`config.mk`:
```
export PLATFORM = sky130hd
export DESIGN_NAME = priority_fifo_ready_queue
export DESIGN_NICKNAME = d
export VERILOG_FILES = /design/src/hdl/prq_pkg.sv /design/src/hdl/priority_fifo_ready_queue.sv /design/src/hdl/prq_level_cell.sv /design/src/hdl/prq_level_row.sv
export SDC_FILE = /design/constraint.sdc
export NUM_CORES = 2
export LEC_CHECK = 0
export BUFFER_PORTS_ARGS = -buffer_cell sky130_fd_sc_hd__buf_2
export CAP_MARGIN = 20
export CORE_MARGIN = 4
export CORE_UTILIZATION = 30
export CTS_BUF_LIST = sky130_fd_sc_hd__clkbuf_8
export CTS_CLUSTER_DIAMETER = 30
export DETAILED_ROUTE_END_ITERATION = 12
export GPL_TIMING_DRIVEN = 0
export HOLD_SLACK_MARGIN = 0.03
export PLACE_DENSITY = 0.48
export SYNTH_ARGS = -nofsm -noshare
export SYNTH_HDL_FRONTEND = slang
export SYNTH_SLANG_ARGS = --single-unit
```
`constraint.sdc`:
```
create_clock -name clk -period 6.9 [get_ports clk]
set_input_delay 0.345 -clock clk [delete_from_list [all_inputs] [get_ports clk]]
set_output_delay 0.345 -clock clk [all_outputs]
set_load 0.01 [all_outputs]
```
`src/hdl/prq_pkg.sv`:
```
// Shared types, constants and helpers for the priority ready queue.
// Depends on nothing; imported by every module of the block.
`timescale 1ns / 1ps

package prq_pkg;

    localparam int LEVELS = 32;
    localparam int SLOTS  = 64;
    localparam int LVL_W  = $clog2(LEVELS);
    localparam int ID_W   = $clog2(SLOTS);
    localparam int LINK_W = $clog2(SLOTS + 1);

    typedef logic [LINK_W-1:0] link_t;
    typedef logic [ID_W-1:0]   task_t;
    typedef logic [LVL_W-1:0]  level_t;

    // "none" link sits one past the last task slot
    localparam link_t NONE_LINK = LINK_W'(SLOTS);

    typedef enum logic [1:0] {
        FN_PUSH   = 2'd0,
        FN_POP    = 2'd1,
        FN_PEEK   = 2'd2,
        FN_REMOVE = 2'd3
    } func_t;

    typedef enum logic [1:0] {
        ST_OK    = 2'd0,
        ST_EMPTY = 2'd1,
        ST_BAD   = 2'd2
    } status_t;

    typedef enum logic [1:0] {
        S_IDLE,
        S_EXEC,
        S_LINK
    } state_t;

    // Update broadcast to the row of level cells
    typedef struct packed {
        logic   wr_head;
        logic   wr_tail;
        level_t level;
        link_t  head_val;
        link_t  tail_val;
    } level_cmd_t;

    // Highest set bit of the level bitmap, zero when none is set
    function automatic level_t top_level(input logic [LEVELS-1:0] bm);
        level_t r;
        r = '0;
        for (int i = 0; i < LEVELS; i++)
        begin
            if (bm[i])
                r = LVL_W'(i);
        end
        return r;
    endfunction

endpackage

```
`src/hdl/priority_fifo_ready_queue.sv`:
```
// Priority ready queue: one FIFO of task ids per level, linked lists in RAM.
// Every operation presents its result beat from the execute state through the
// output register, later only while the receiver still holds the previous beat.
// New operations are taken only in idle, after execute and, for a push behind an
// existing tail, a second next-link write: registered link read, one write port.
// Reset (async, active low) empties every level and clears all queued flags.
`timescale 1ns / 1ps

module priority_fifo_ready_queue
    import prq_pkg::*;
(
    input  logic       clk,
    input  logic       rst_n,
    input  logic       in_valid,
    output logic       in_ready,
    input  logic [1:0] func,
    input  logic [5:0] task_id,
    input  logic [4:0] task_prio,
    output logic       out_valid,
    input  logic       out_ready,
    output logic [5:0] out_task,
    output logic [1:0] status,
    output logic       now_empty
);

    // Control state
    state_t state_reg, state_next;
    logic [SLOTS-1:0] queued_reg, queued_next;

    // Operation held for its execute cycle
    func_t  op_func_reg;
    task_t  op_task_reg;
    level_t op_level_reg;

    // Link memories: contents of a task's links matter only while it is
    // queued, and every push writes them, so they need no clearing pass
    link_t next_mem [SLOTS];
    link_t prev_mem [SLOTS];
    link_t rd_next_reg;
    link_t rd_prev_reg;
    logic  rd_en;
    task_t rd_addr;

    logic  nx_we, pv_we;
    task_t nx_waddr, pv_waddr;
    link_t nx_wdata, pv_wdata;

    // Output beat register
    logic    out_valid_reg, out_valid_next;
    task_t   out_task_reg, out_task_next;
    status_t status_reg, status_next;
    logic    now_empty_reg, now_empty_next;

    // Level row
    level_cmd_t        cmd;
    link_t             sel_head, sel_tail, top_head;
    level_t            top_lvl;
    logic [LEVELS-1:0] bitmap;

    prq_level_row u_row (
        .clk       (clk),
        .rst_n     (rst_n),
        .cmd       (cmd),
        .sel_level (op_level_reg),
        .sel_head  (sel_head),
        .sel_tail  (sel_tail),
        .top_lvl   (top_lvl),
        .top_head  (top_head),
        .bitmap    (bitmap)
    );

    logic  accept;
    logic  from_top;
    logic  slot_free;
    logic  bad_rm;
    link_t op_link;
    logic [LEVELS-1:0] others;

    assign in_ready  = (state_reg == S_IDLE);
    assign accept    = in_valid && in_ready;
    assign from_top  = (func_t'(func) == FN_POP) || (func_t'(func) == FN_PEEK);
    assign slot_free = !out_valid_reg || out_ready;
    assign op_link   = {1'b0, op_task_reg};
    assign others    = bitmap & ~(LEVELS'(1) << op_level_reg);

    // Unlink checks: a list end must belong to the level named
    assign bad_rm = !queued_reg[op_task_reg]
                 || ((rd_prev_reg == NONE_LINK) && (sel_head != op_link))
                 || ((rd_next_reg == NONE_LINK) && (sel_tail != op_link));

    // Pop and peek take their task and level from the most urgent list
    always_ff @(posedge clk)
    begin
        if (accept)
        begin
            op_func_reg  <= func_t'(func);
            op_task_reg  <= from_top ? top_head[ID_W-1:0] : task_id;
            op_level_reg <= from_top ? top_lvl : task_prio;
        end
    end

    assign rd_en   = accept;
    assign rd_addr = from_top ? top_head[ID_W-1:0] : task_id;

    always_ff @(posedge clk)
    begin
        if (rd_en)
        begin
            rd_next_reg <= next_mem[rd_addr];
            rd_prev_reg <= prev_mem[rd_addr];
        end
    end

    always_ff @(posedge clk)
    begin
        if (nx_we)
            next_mem[nx_waddr] <= nx_wdata;
    end

    always_ff @(posedge clk)
    begin
        if (pv_we)
            prev_mem[pv_waddr] <= pv_wdata;
    end

    always_ff @(posedge clk or negedge rst_n)
    begin
        if (!rst_n)
        begin
            state_reg     <= S_IDLE;
            queued_reg    <= '0;
            out_valid_reg <= 1'b0;
        end
        else
        begin
            state_reg     <= state_next;
            queued_reg    <= queued_next;
            out_valid_reg <= out_valid_next;
        end
    end

    always_ff @(posedge clk)
    begin
        out_task_reg  <= out_task_next;
        status_reg    <= status_next;
        now_empty_reg <= now_empty_next;
    end

    always_comb
    begin
        state_next     = state_reg;
        queued_next    = queued_reg;
        out_valid_next = out_valid_reg && !out_ready;
        out_task_next  = out_task_reg;
        status_next    = status_reg;
        now_empty_next = now_empty_reg;
        cmd            = '0;
        cmd.level      = op_level_reg;
        nx_we          = 1'b0;
        nx_waddr       = op_task_reg;
        nx_wdata       = NONE_LINK;
        pv_we          = 1'b0;
        pv_waddr       = op_task_reg;
        pv_wdata       = NONE_LINK;

        unique case (state_reg)
            S_IDLE:
            begin
                if (accept)
                    state_next = S_EXEC;
            end

            S_EXEC:
            begin
                // hold everything until the output register can take the beat
                if (slot_free)
                begin
                    state_next     = S_IDLE;
                    out_valid_next = 1'b1;
                    out_task_next  = '0;
                    status_next    = ST_OK;
                    now_empty_next = (bitmap == '0);

                    unique case (op_func_reg)
                        FN_PUSH:
                        begin
                            if (queued_reg[op_task_reg])
                                status_next = ST_BAD;
                            else
                            begin
                                queued_next[op_task_reg] = 1'b1;
                                now_empty_next = 1'b0;
                                cmd.wr_tail    = 1'b1;
                                cmd.tail_val   = op_link;
                                pv_we          = 1'b1;
                                pv_wdata       = sel_tail;
                                nx_we          = 1'b1;
                                if (sel_tail == NONE_LINK)
                                begin
                                    cmd.wr_head  = 1'b1;
                                    cmd.head_val = op_link;
                                end
                                else
                                begin
                                    // chain behind the old tail, terminate next cycle
                                    nx_waddr   = sel_tail[ID_W-1:0];
                                    nx_wdata   = op_link;
                                    state_next = S_LINK;
                                end
                            end
                        end

                        FN_PEEK:
                        begin
                            if (bitmap == '0)
                                status_next = ST_EMPTY;
                            else
                                out_task_next = op_task_reg;
                        end

                        FN_POP, FN_REMOVE:
                        begin
                            if ((op_func_reg == FN_POP) && (bitmap == '0))
                                status_next = ST_EMPTY;
                            else if (bad_rm)
                                status_next = ST_BAD;
                            else
                            begin
                                if (op_func_reg == FN_POP)
                                    out_task_next = op_task_reg;
                                queued_next[op_task_reg] = 1'b0;
                                if (rd_prev_reg != NONE_LINK)
                                begin
                                    nx_we    = 1'b1;
                                    nx_waddr = rd_prev_reg[ID_W-1:0];
                                    nx_wdata = rd_next_reg;
                                end
                                else
                                begin
                                    cmd.wr_head  = 1'b1;
                                    cmd.head_val = rd_next_reg;
                                end
                                if (rd_next_reg != NONE_LINK)
                                begin
                                    pv_we    = 1'b1;
                                    pv_waddr = rd_next_reg[ID_W-1:0];
                                    pv_wdata = rd_prev_reg;
                                end
                                else
                                begin
                                    cmd.wr_tail  = 1'b1;
                                    cmd.tail_val = rd_prev_reg;
                                end
                                // only the named level can lose its last task
                                now_empty_next = (others == '0)
                                    && (cmd.wr_head ? (cmd.head_val == NONE_LINK)
                                                    : !bitmap[op_level_reg]);
                            end
                        end

                        default:
                        begin
                            status_next = ST_BAD;
                        end
                    endcase
                end
            end

            S_LINK:
            begin
                // terminate the new tail's forward link
                nx_we      = 1'b1;
                nx_waddr   = op_task_reg;
                nx_wdata   = NONE_LINK;
                state_next = S_IDLE;
            end

            default:
            begin
                state_next = S_IDLE;
            end
        endcase
    end

    assign out_valid = out_valid_reg;
    assign out_task  = out_task_reg;
    assign status    = status_reg;
    assign now_empty = now_empty_reg;

    // The second link write always returns straight to idle
    a_link_to_idle: assert property (@(posedge clk) disable iff (!rst_n)
        (state_reg == S_LINK) |=> (state_reg == S_IDLE))
        else $error("link write did not return to idle");

    // A new beat appears only from the execute step
    a_beat_from_exec: assert property (@(posedge clk) disable iff (!rst_n)
        $rose(out_valid_reg) |-> $past(state_reg == S_EXEC))
        else $error("result beat raised outside execute");

    // An empty-queue result carries no task and reports the queue empty
    a_empty_beat: assert property (@(posedge clk) disable iff (!rst_n)
        (out_valid_reg && (status_reg == ST_EMPTY)) |-> (now_empty_reg && (out_task_reg == '0)))
        else $error("empty result with a task or a busy queue");

    // No queued task may exist while every level is empty
    a_bitmap_queued: assert property (@(posedge clk) disable iff (!rst_n)
        (bitmap == '0) |-> (queued_reg == '0))
        else $error("queued task with all levels empty");

endmodule

```
`src/hdl/prq_level_cell.sv`:
```
// One priority level: head and tail of its task list.
// Depends on prq_pkg.
`timescale 1ns / 1ps

module prq_level_cell
    import prq_pkg::*;
(
    input  logic       clk,
    input  logic       rst_n,
    input  level_t     index,
    input  level_cmd_t cmd,
    output link_t      head,
    output link_t      tail,
    output logic       nonempty
);

    link_t head_reg;
    link_t tail_reg;
    logic  hit;

    assign hit = (cmd.level == index);

    always_ff @(posedge clk or negedge rst_n)
    begin
        if (!rst_n)
        begin
            head_reg <= NONE_LINK;
            tail_reg <= NONE_LINK;
        end
        else
        begin
            if (hit && cmd.wr_head)
                head_reg <= cmd.head_val;
            if (hit && cmd.wr_tail)
                tail_reg <= cmd.tail_val;
        end
    end

    assign head     = head_reg;
    assign tail     = tail_reg;
    // a level is marked busy exactly while its list has a head
    assign nonempty = (head_reg != NONE_LINK);

endmodule

```
`src/hdl/prq_level_row.sv`:
```
// Row of level cells with the urgency encoder and level selection.
// Depends on prq_pkg and prq_level_cell.
`timescale 1ns / 1ps

module prq_level_row
    import prq_pkg::*;
(
    input  logic              clk,
    input  logic              rst_n,
    input  level_cmd_t        cmd,
    input  level_t            sel_level,
    output link_t             sel_head,
    output link_t             sel_tail,
    output level_t            top_lvl,
    output link_t             top_head,
    output logic [LEVELS-1:0] bitmap
);

    link_t heads [LEVELS];
    link_t tails [LEVELS];

    for (genvar g = 0; g < LEVELS; g++)
    begin : g_cell
        prq_level_cell u_cell (
            .clk      (clk),
            .rst_n    (rst_n),
            .index    (LVL_W'(g)),
            .cmd      (cmd),
            .head     (heads[g]),
            .tail     (tails[g]),
            .nonempty (bitmap[g])
        );
    end

    assign top_lvl  = top_level(bitmap);
    assign top_head = heads[top_lvl];
    assign sel_head = heads[sel_level];
    assign sel_tail = tails[sel_level];

endmodule

```
# Word level (Yosys, flattened, before mapping)
# Memory sizes are Yosys's and may differ from the RTL's. A register that Yosys moved wholly into a read port is not among the register bits.
# Index checks and enable logic that the tools add are counted.
dict set report classes {
  order_cmp 5
  eq_ne 83
  n_shift 1
  n_mux 149
  bitwise_logic 7
  n_reduce_logical 89
}
# cell count
set op_table {}
lappend op_table {{inequality test 7 bit, second input constant} 34}
lappend op_table {{2-to-1 mux 64 bit} 3}
lappend op_table {{2-to-1 mux 7 bit} 24}
lappend op_table {{case mux 64 bit (2 select lines)} 1}
lappend op_table {{2-to-1 mux 6 bit} 21}
lappend op_table {{binary-select mux 7 bit (select 5 bit)} 3}
lappend op_table {{2-to-1 mux 5 bit} 17}
lappend op_table {{equality test 5 bit, second input constant} 16}
lappend op_table {{logical AND 1 bit} 71}
lappend op_table {{AND 64 bit} 1}
lappend op_table {{logical NOT 32 bit} 2}
lappend op_table {{NOT 64 bit} 1}
lappend op_table {{bitwise OR 64 bit} 1}
lappend op_table {{2-to-1 mux 14 bit} 4}
lappend op_table {{equality test 5 x 4 -> 1 bit, second input constant} 8}
lappend op_table {{2-to-1 mux 1 bit} 33}
lappend op_table {{AND 32 bit} 1}
lappend op_table {{2-to-1 mux 4 bit} 8}
lappend op_table {{NOT 32 bit} 1}
lappend op_table {{left shift 1 x 5 -> 32 bit, first input constant} 1}
lappend op_table {{2-to-1 mux 2 bit} 15}
lappend op_table {{equality test 7 bit, second input constant} 4}
lappend op_table {{case mux 14 bit (2 select lines)} 1}
lappend op_table {{case mux 7 bit (2 select lines)} 2}
lappend op_table {{30 further kinds} 61}
dict set report word_totals {
  register_bits 537
  ramBits 896
  inputBits 17
  output_inout_bits 11
  elab_cells 409
  n_memories 2
}
# name words width rd rd_clocked_by_memory_dff wr line
set memory_table {}
lappend memory_table {next_mem 64 7 1 1 1 priority_fifo_ready_queue.sv:37} ;# link_t next_mem [SLOTS];
lappend memory_table {prev_mem 64 7 1 1 1 priority_fifo_ready_queue.sv:38} ;# link_t prev_mem [SLOTS];

# Logic depth before layout (Yosys ltp)
dict set report logic_depth {
  depth_word 37
  depth_mapped 20
  mapped_depth_nobuf 15
}

# Cells and area by module
# A second synthesis with hierarchy kept.
dict set report unflattened {
  cells_unflattened 5343
  hier_area_um2 69879.5
}
# module instances cells_per_inst area_each_um2 seq_area_each_um2
set by_module_without_submodules {}
lappend by_module_without_submodules {priority_fifo_ready_queue 1 3422 43849.6 29663.4}
lappend by_module_without_submodules {prq_level_cell 32 41 625.6 352.8}
lappend by_module_without_submodules {prq_level_row 1 609 6010.8 0.0}

# Worst setup path before layout
# Ideal clock, no wire load.
dict set report synth_path {
  kind {register -> register}
  startpoint {reg op_level_reg[1]}
  endpoint {mem next_mem[0][6] (netlist bit), data pin}
  setup_ns 0.701
  arrival_ns 5.825
  required_time_ns 6.199
  slack_ns 0.373
  stages_incl_launch_ff 14
  path_buffers 4
  period_less_slack_ns 6.527
  cell_sequence {edfxtp_1 -> buf_2 -> clkbuf_1 -> buf_1 -> mux4_2 -> mux4_2 -> mux2_2 -> xnor2_1 -> nand4_1 -> a21o_1 -> or3_1 -> clkbuf_1 -> nor2_1 -> o21ai_0}
}
dict set report synth_via {
  elab_chain_len 13
  elab_cells_between_ends 21
  cone_classes {eq/ne (3); mux (13); bitwise (1); reduce/logical (4)}
}
# item line
set synth_lines {}
lappend synth_lines {{start: declaration} priority_fifo_ready_queue.sv:33} ;# level_t op_level_reg;
lappend synth_lines {{start signal: assignment} priority_fifo_ready_queue.sv:98} ;# op_level_reg <= from_top ? top_lvl : task_prio;
lappend synth_lines {{NOT 5 -> 6 bit (not written as such) *} {prq_level_row.sv:37, prq_level_row.sv:38}}
lappend synth_lines {{binary-select mux 7 bit (select 5 bit)} prq_level_row.sv:37} ;# assign sel_head = heads[sel_level];
lappend synth_lines {{2-to-1 mux 7 bit (not written as such) (2 in a row)} prq_level_row.sv:37}
lappend synth_lines {{inequality test 7 x 6 -> 1 bit} priority_fifo_ready_queue.sv:88} ;# || ((rd_prev_reg == NONE_LINK) && (sel_head != op_link))
lappend synth_lines {{logical AND 1 bit} priority_fifo_ready_queue.sv:88}
lappend synth_lines {{logical OR 1 bit} priority_fifo_ready_queue.sv:88}
lappend synth_lines {{logical OR 1 bit} priority_fifo_ready_queue.sv:89} ;# || ((rd_next_reg == NONE_LINK) && (sel_tail != op_link));
lappend synth_lines {{2-to-1 mux 7 bit} priority_fifo_ready_queue.sv:225} ;# else if (bad_rm)
lappend synth_lines {{2-to-1 mux 7 bit} priority_fifo_ready_queue.sv:223} ;# if ((op_func_reg == FN_POP) && (bitmap == '0))
lappend synth_lines {{case mux 7 bit (2 select lines) *} priority_fifo_ready_queue.sv:184} ;# unique case (op_func_reg)
lappend synth_lines {{2-to-1 mux 7 bit *} priority_fifo_ready_queue.sv:176} ;# if (slot_free)
lappend synth_lines {{2-to-1 mux 7 bit *} priority_fifo_ready_queue.sv:166} ;# unique case (state_reg)
lappend synth_lines {{via nx_wdata[6]} priority_fifo_ready_queue.sv:46} ;# link_t nx_wdata, pv_wdata;
lappend synth_lines {{end: declaration} priority_fifo_ready_queue.sv:37}
# The timed path passes the listed nets; every way through them passes the cells marked *. The select of a mux whose other input is x is not followed.

# Worst setup path in the final report
dict set report layout_path {
  startpoint {reg u_row.g_cell[5].u_cell.head_reg[6]}
  endpoint {reg rd_next_reg[6] (read register of next_mem), data pin}
}
dict set report layout_via {
  elab_chain_len 33
}
# item line
set layout_lines {}
lappend layout_lines {{start: declaration} prq_level_cell.sv:17} ;# link_t head_reg;
lappend layout_lines {{start signal: assignment} prq_level_cell.sv:33} ;# head_reg <= cmd.head_val;
lappend layout_lines {{inequality test 7 bit} prq_level_cell.sv:42} ;# assign nonempty = (head_reg != NONE_LINK);
lappend layout_lines {{2-to-1 mux 3 bit (3 in a row)} prq_pkg.sv:54} ;# if (bm[i])
lappend layout_lines {{2-to-1 mux 4 bit (8 in a row)} prq_pkg.sv:54}
lappend layout_lines {{2-to-1 mux 5 bit (16 in a row)} prq_pkg.sv:54}
lappend layout_lines {{NOT 5 -> 6 bit (not written as such)} prq_level_row.sv:36} ;# assign top_head = heads[top_lvl];
lappend layout_lines {{binary-select mux 7 bit (select 5 bit)} prq_level_row.sv:36}
lappend layout_lines {{2-to-1 mux 6 bit (not written as such) (2 in a row)} prq_level_row.sv:36}
lappend layout_lines {{2-to-1 mux 6 bit} priority_fifo_ready_queue.sv:103} ;# assign rd_addr = from_top ? top_head[ID_W-1:0] : task_id;
lappend layout_lines {{end: declaration} priority_fifo_ready_queue.sv:39} ;# link_t rd_next_reg;
# No other way between the ends. The select of a mux whose other input is x is not followed.
# A chain may end at the register's enable or synchronous reset.

==> impl_metrics.py <==
metrics = {
    "floorplanning": {
        "die-area_mm2": 0.2237,
        "die_w_um": 472.9,
        "core_mm2": 0.2148,
        "rows": 170,
        "io_pins": 28,
        "die_h_um": 472.9,
        "initial_core_util_pct": 30.19,
    },
    "drt": {
        "dr_total_vias": 48110,
        "drt_drc_violations_left": 0,
        "drtIter0Drc": 5218,
        "avgRoutedWirePerCell_um": 28.81,
        "ant_nets": 0,
        "drt_first_pass_iters": 8,
        "vias_per_cell": 5.541,
        "routed_wirelength_um": 250200,
    },
    "clock_network": {
        "numCtsBuffers": 358,
        "clk-insertion-delay-late_ns": 1.08,
        "htreeDepth": 5,
        "clockBufferDepth": 4,
        "cts_root_buffer": "clkbuf_8",
        "clk_pin_slew_ns": 0.05,
        "cts_tree": "built",
        "clock_sinks": 1447,
    },
    "sta": {
        "drv_slew": 0,
        "max_freq_mhz": 141.9,
        "tightest_slew_ns": 1.164,
        "fin_worst_hold_slack_ns": 0.1629,
        "rsz0062_at_grt": "yes",
        "fin_setup_tns_ns": -0.2074,
        "slew_headroom_pct": 21.86,
        "hold_viol_final": 0,
        "setup_ws_ns": -0.1452,
        "final.period_utilization_pct": 102.1,
        "setup_viol": 3,
        "clock_skew_ns": 0.1076,
        "period_needed_ns": 7.045,
    },
    "worst_setup_path": {
        "criticalPathCategory": "reg2reg",
        "cp.arrival_ns": 7.67,
        "r2r_slack_ns": -0.15,
        "cp.required_ns": 7.53,
        "worst_path_most_repeated_cell": "buf_2",
        "cpMaxStageDelayCell": "nor4b_4",
        "reg2reg_to": "rd_next_reg[6]",
        "crit_path_max_incr_delay_ns": 0.62,
        "worstPathMaxFanout": 10,
        "worstSetupEndpointType": "flip-flop",
        "r2r-start": "u_row.g_cell[5].u_cell.head[6]",
        "crit_chain": "or4b_1 > nor4b_4 > a211oi_1 > o311a_1 > nor2_1 > nand3_1 > a221o_1 > a31oi_1 > o21ai_2 > buf_6 > inv_4 > buf_2 > buf_2 > a221oi_1 > o31ai_2 > nand4_1",
        "cp-start-kind": "flip-flop",
        "worstRegToRegCells": 16,
    },
    "power": {
        "seqPwrFrac_pct": 40.5,
        "p_leak_nw": 28.59,
        "swShare_pct": 29.16,
        "powerDensity_mw_per_mm2": 303.0,
        "comb_power_share_pct": 14.8,
        "irDropWorstVdd_mv": 0.2677,
        "clkPwrFrac_pct": 44.7,
        "power_switching_mw": 6.956,
        "internal_power_mw": 16.90,
    },
    "yosys": {
        "yosysTopAreaCell": "edfxtp_1",
        "yosys_most_used_dff": "edfxtp_1",
        "syn_nets": 5140,
        "synthArstFlopShare_pct": 35.59,
        "synth_edf_count": 932,
        "netlist.area_leader.share_pct": 43.15,
        "avgSynthCellArea_um2": 12.67,
        "ys_warn_count": 0,
        "synth_cell_types": 96,
        "ys_ff_latch": 1447,
        "syn_area_mm2": 0.06485,
        "synth.area.top_cells": "edfxtp_1, dfrtp_1, mux4_2",
        "ys_seq_area_share_pct": 63.15,
        "netlist_instances": 5120,
    },
    "global_route": {
        "gr-total-overflow": 0,
        "grt_max_degree": 122,
        "gr-usage-all-layers_pct": 21.91,
        "grt_pass1_vias": 47810,
        "grt_pass1_wl_um": 355300,
        "antenna_found_initial": 8,
    },
    "run_status": {
        "violations": "negative setup slack",
        "status": "finished, violations left",
    },
    "worst_hold_path": {
        "min-delay-path-class": "in2reg",
        "min_from": "task_prio[0]",
        "whs_path_depth": 4,
        "hold_end": "op_level_reg[0]",
    },
    "layout": {
        "nFillCells": 20990,
        "fin_area_mm2": 0.07875,
        "area.growth.synth_to_final_pct": 21.43,
        "multiInputGateArea_mm2": 0.02369,
        "fin_nets": 5597,
        "drive_gt1_share_pct": 26.30,
        "top_regs": "next_mem x448, prev_mem x448",
        "register_area_mm2": 0.04095,
    },
    "run": {
        "drv_cap": 0,
    },
    "placement": {
        "port_buffers": 27,
        "placed_area_mm2": 0.06952,
        "hpwl_um": 179800,
        "place.gp.congestion": 0.9590,
    },
}
[final cells by class]
type / instances / area share, %
Sequential cell: 1447 / 52.01
Clock inverter: 232 / 2.479
Multi-Input combinational cell: 3264 / 30.08
Clock buffer: 391 / 6.834
Inverter: 20 / 0.1017
Antenna cell: 4 / 0.01271
Buffer: 381 / 2.275
Timing Repair Buffer: 105 / 1.705
Tap cell: 2838 / 4.509
[power by group through the flow]
stage / sequential [mW] / clock, mW / combinational, mW
after floorplan: 9.79 / 0 / 1.65
after global placement: 9.85 / 0 / 3.09
after detailed placement: 9.80 / 0 / 3.26
after CTS: 9.65 / 10.8 / 3.42
after global routing: 9.66 / 11.3 / 3.70
final: 9.65 / 10.7 / 3.53
[worst max-delay path, delay by kind of cell (launching register included)]
| family | cells | cell delay [ns] |
|---|---|---|
| DFF | 1 | 0.53 |
| AOI/OAI and AO/OA | 7 | 2.52 |
| buffers and inverters | 4 | 1.16 |
| and+or+nand+nor | 5 | 2.40 |
[metal layers]
| metal | vias up | wire length (µm) | track usage (%) |
|---|---|---|---|
| met1 | 24760 | 106100 | 29.48 |
| met2 | 2268 | 113200 | 34.13 |
| met3 | 521 | 19790 | 4.837 |
| li1 | 20560 | - | - |
| met5 | - | 0 | 0 |
| met4 | 0 | 11080 | 9.283 |
[layout by cell type, fill, tap and decap left out, drive strengths merged, types with 31 or more instances in the layout]
cell type,netlist,layout
nor3,54,54
a21oi,445,445
mux2i,114,114
o31ai,81,81
a221oi,212,212
bufinv,0,34
o41ai,43,43
nor2,269,269
nand2,855,855
mux4,143,143
dfrtp,451,451
edfxtp,932,932
o21ai,339,339
clkinv,4,111
nand3,58,58
dfstp,64,64
clkbuf,211,604
mux2,250,250
buf,178,255
nor4b,31,31
inv,16,88
nand4,33,33
[cells in the mapped netlist (12+ instances only)]
master / n
or2_2: 14
a21oi_1: 445
edfxtp_1: 932
nand2_1: 849
o21ai_0: 317
nand4_1: 33
a32o_1: 29
nor2_2: 30
or3_1: 23
o21ai_1: 22
buf_4: 26
clkbuf_1: 211
nor4b_1: 28
nand3_1: 56
mux2_1: 24
nor2_1: 237
xnor2_1: 12
buf_2: 110
and2_1: 15
nor2b_1: 12
a31oi_1: 19
buf_1: 35
mux4_2: 143
dfrtp_1: 451
a221oi_1: 211
a22oi_1: 22
nor3_1: 52
inv_1: 14
mux2i_1: 113
o41ai_1: 43
dfstp_2: 64
o22ai_1: 27
o31ai_1: 81
mux2_2: 226
[how the worst max path moves through the flow]
stage                                          from              end  slack (ns)  cells after the start
finish               u_row.g_cell[5].u_cell.head[6]   rd_next_reg[6]       -0.15                     16
CTS                                 op_level_reg[0]  next_mem[15][1]       -0.08                     19
global route                        op_level_reg[1]  next_mem[23][2]       -0.12                     16
detailed placement  u_row.g_cell[19].u_cell.head[6]   rd_next_reg[2]       -1.48                     15
floorplan                           op_level_reg[1]   next_mem[0][6]        0.37                     13
global placement    u_row.g_cell[29].u_cell.head[6]   next_mem[5][6]       -5.56                     11
[cells by family after synthesis]
kind of cell               count (synthesis)  share of synthesized area (%)
muxes                                    507                          11.07
adders and majority gates                  3                        0.05789
buffers and inverters                    409                          2.819
xor gates and xnor gates                  13                         0.1756
and+or+nand+nor                         1433                          9.857
DFF                                     1447                          63.15
AOI/OAI and AO/OA                       1308                          12.87
[per-stage QoR]
step,utilization [%],setup WS (ns),instances,total power [mW]
floorplan,-,0.3730,5120,11.44
global placement,31.90,-5.557,7985,12.94
detailed placement,32.36,-1.482,8032,13.06
CTS,36.38,-0.08226,8668,23.90
global route,36.65,-0.1250,8680,24.68
finish,36.66,-0.1452,8682,23.86
[what timing repair did]
action / 4_1_cts / 5_1_grt
resized for setup: 287 / 101
endpoints found under the setup margin: 964 / 1022
pin swaps: 7 / 11
hold buffers: 17 / 0
buffers inserted: 3 / 10
hold endpoints to repair: 280 / 0
Note: power is estimated with default switching activity, not from simulation.
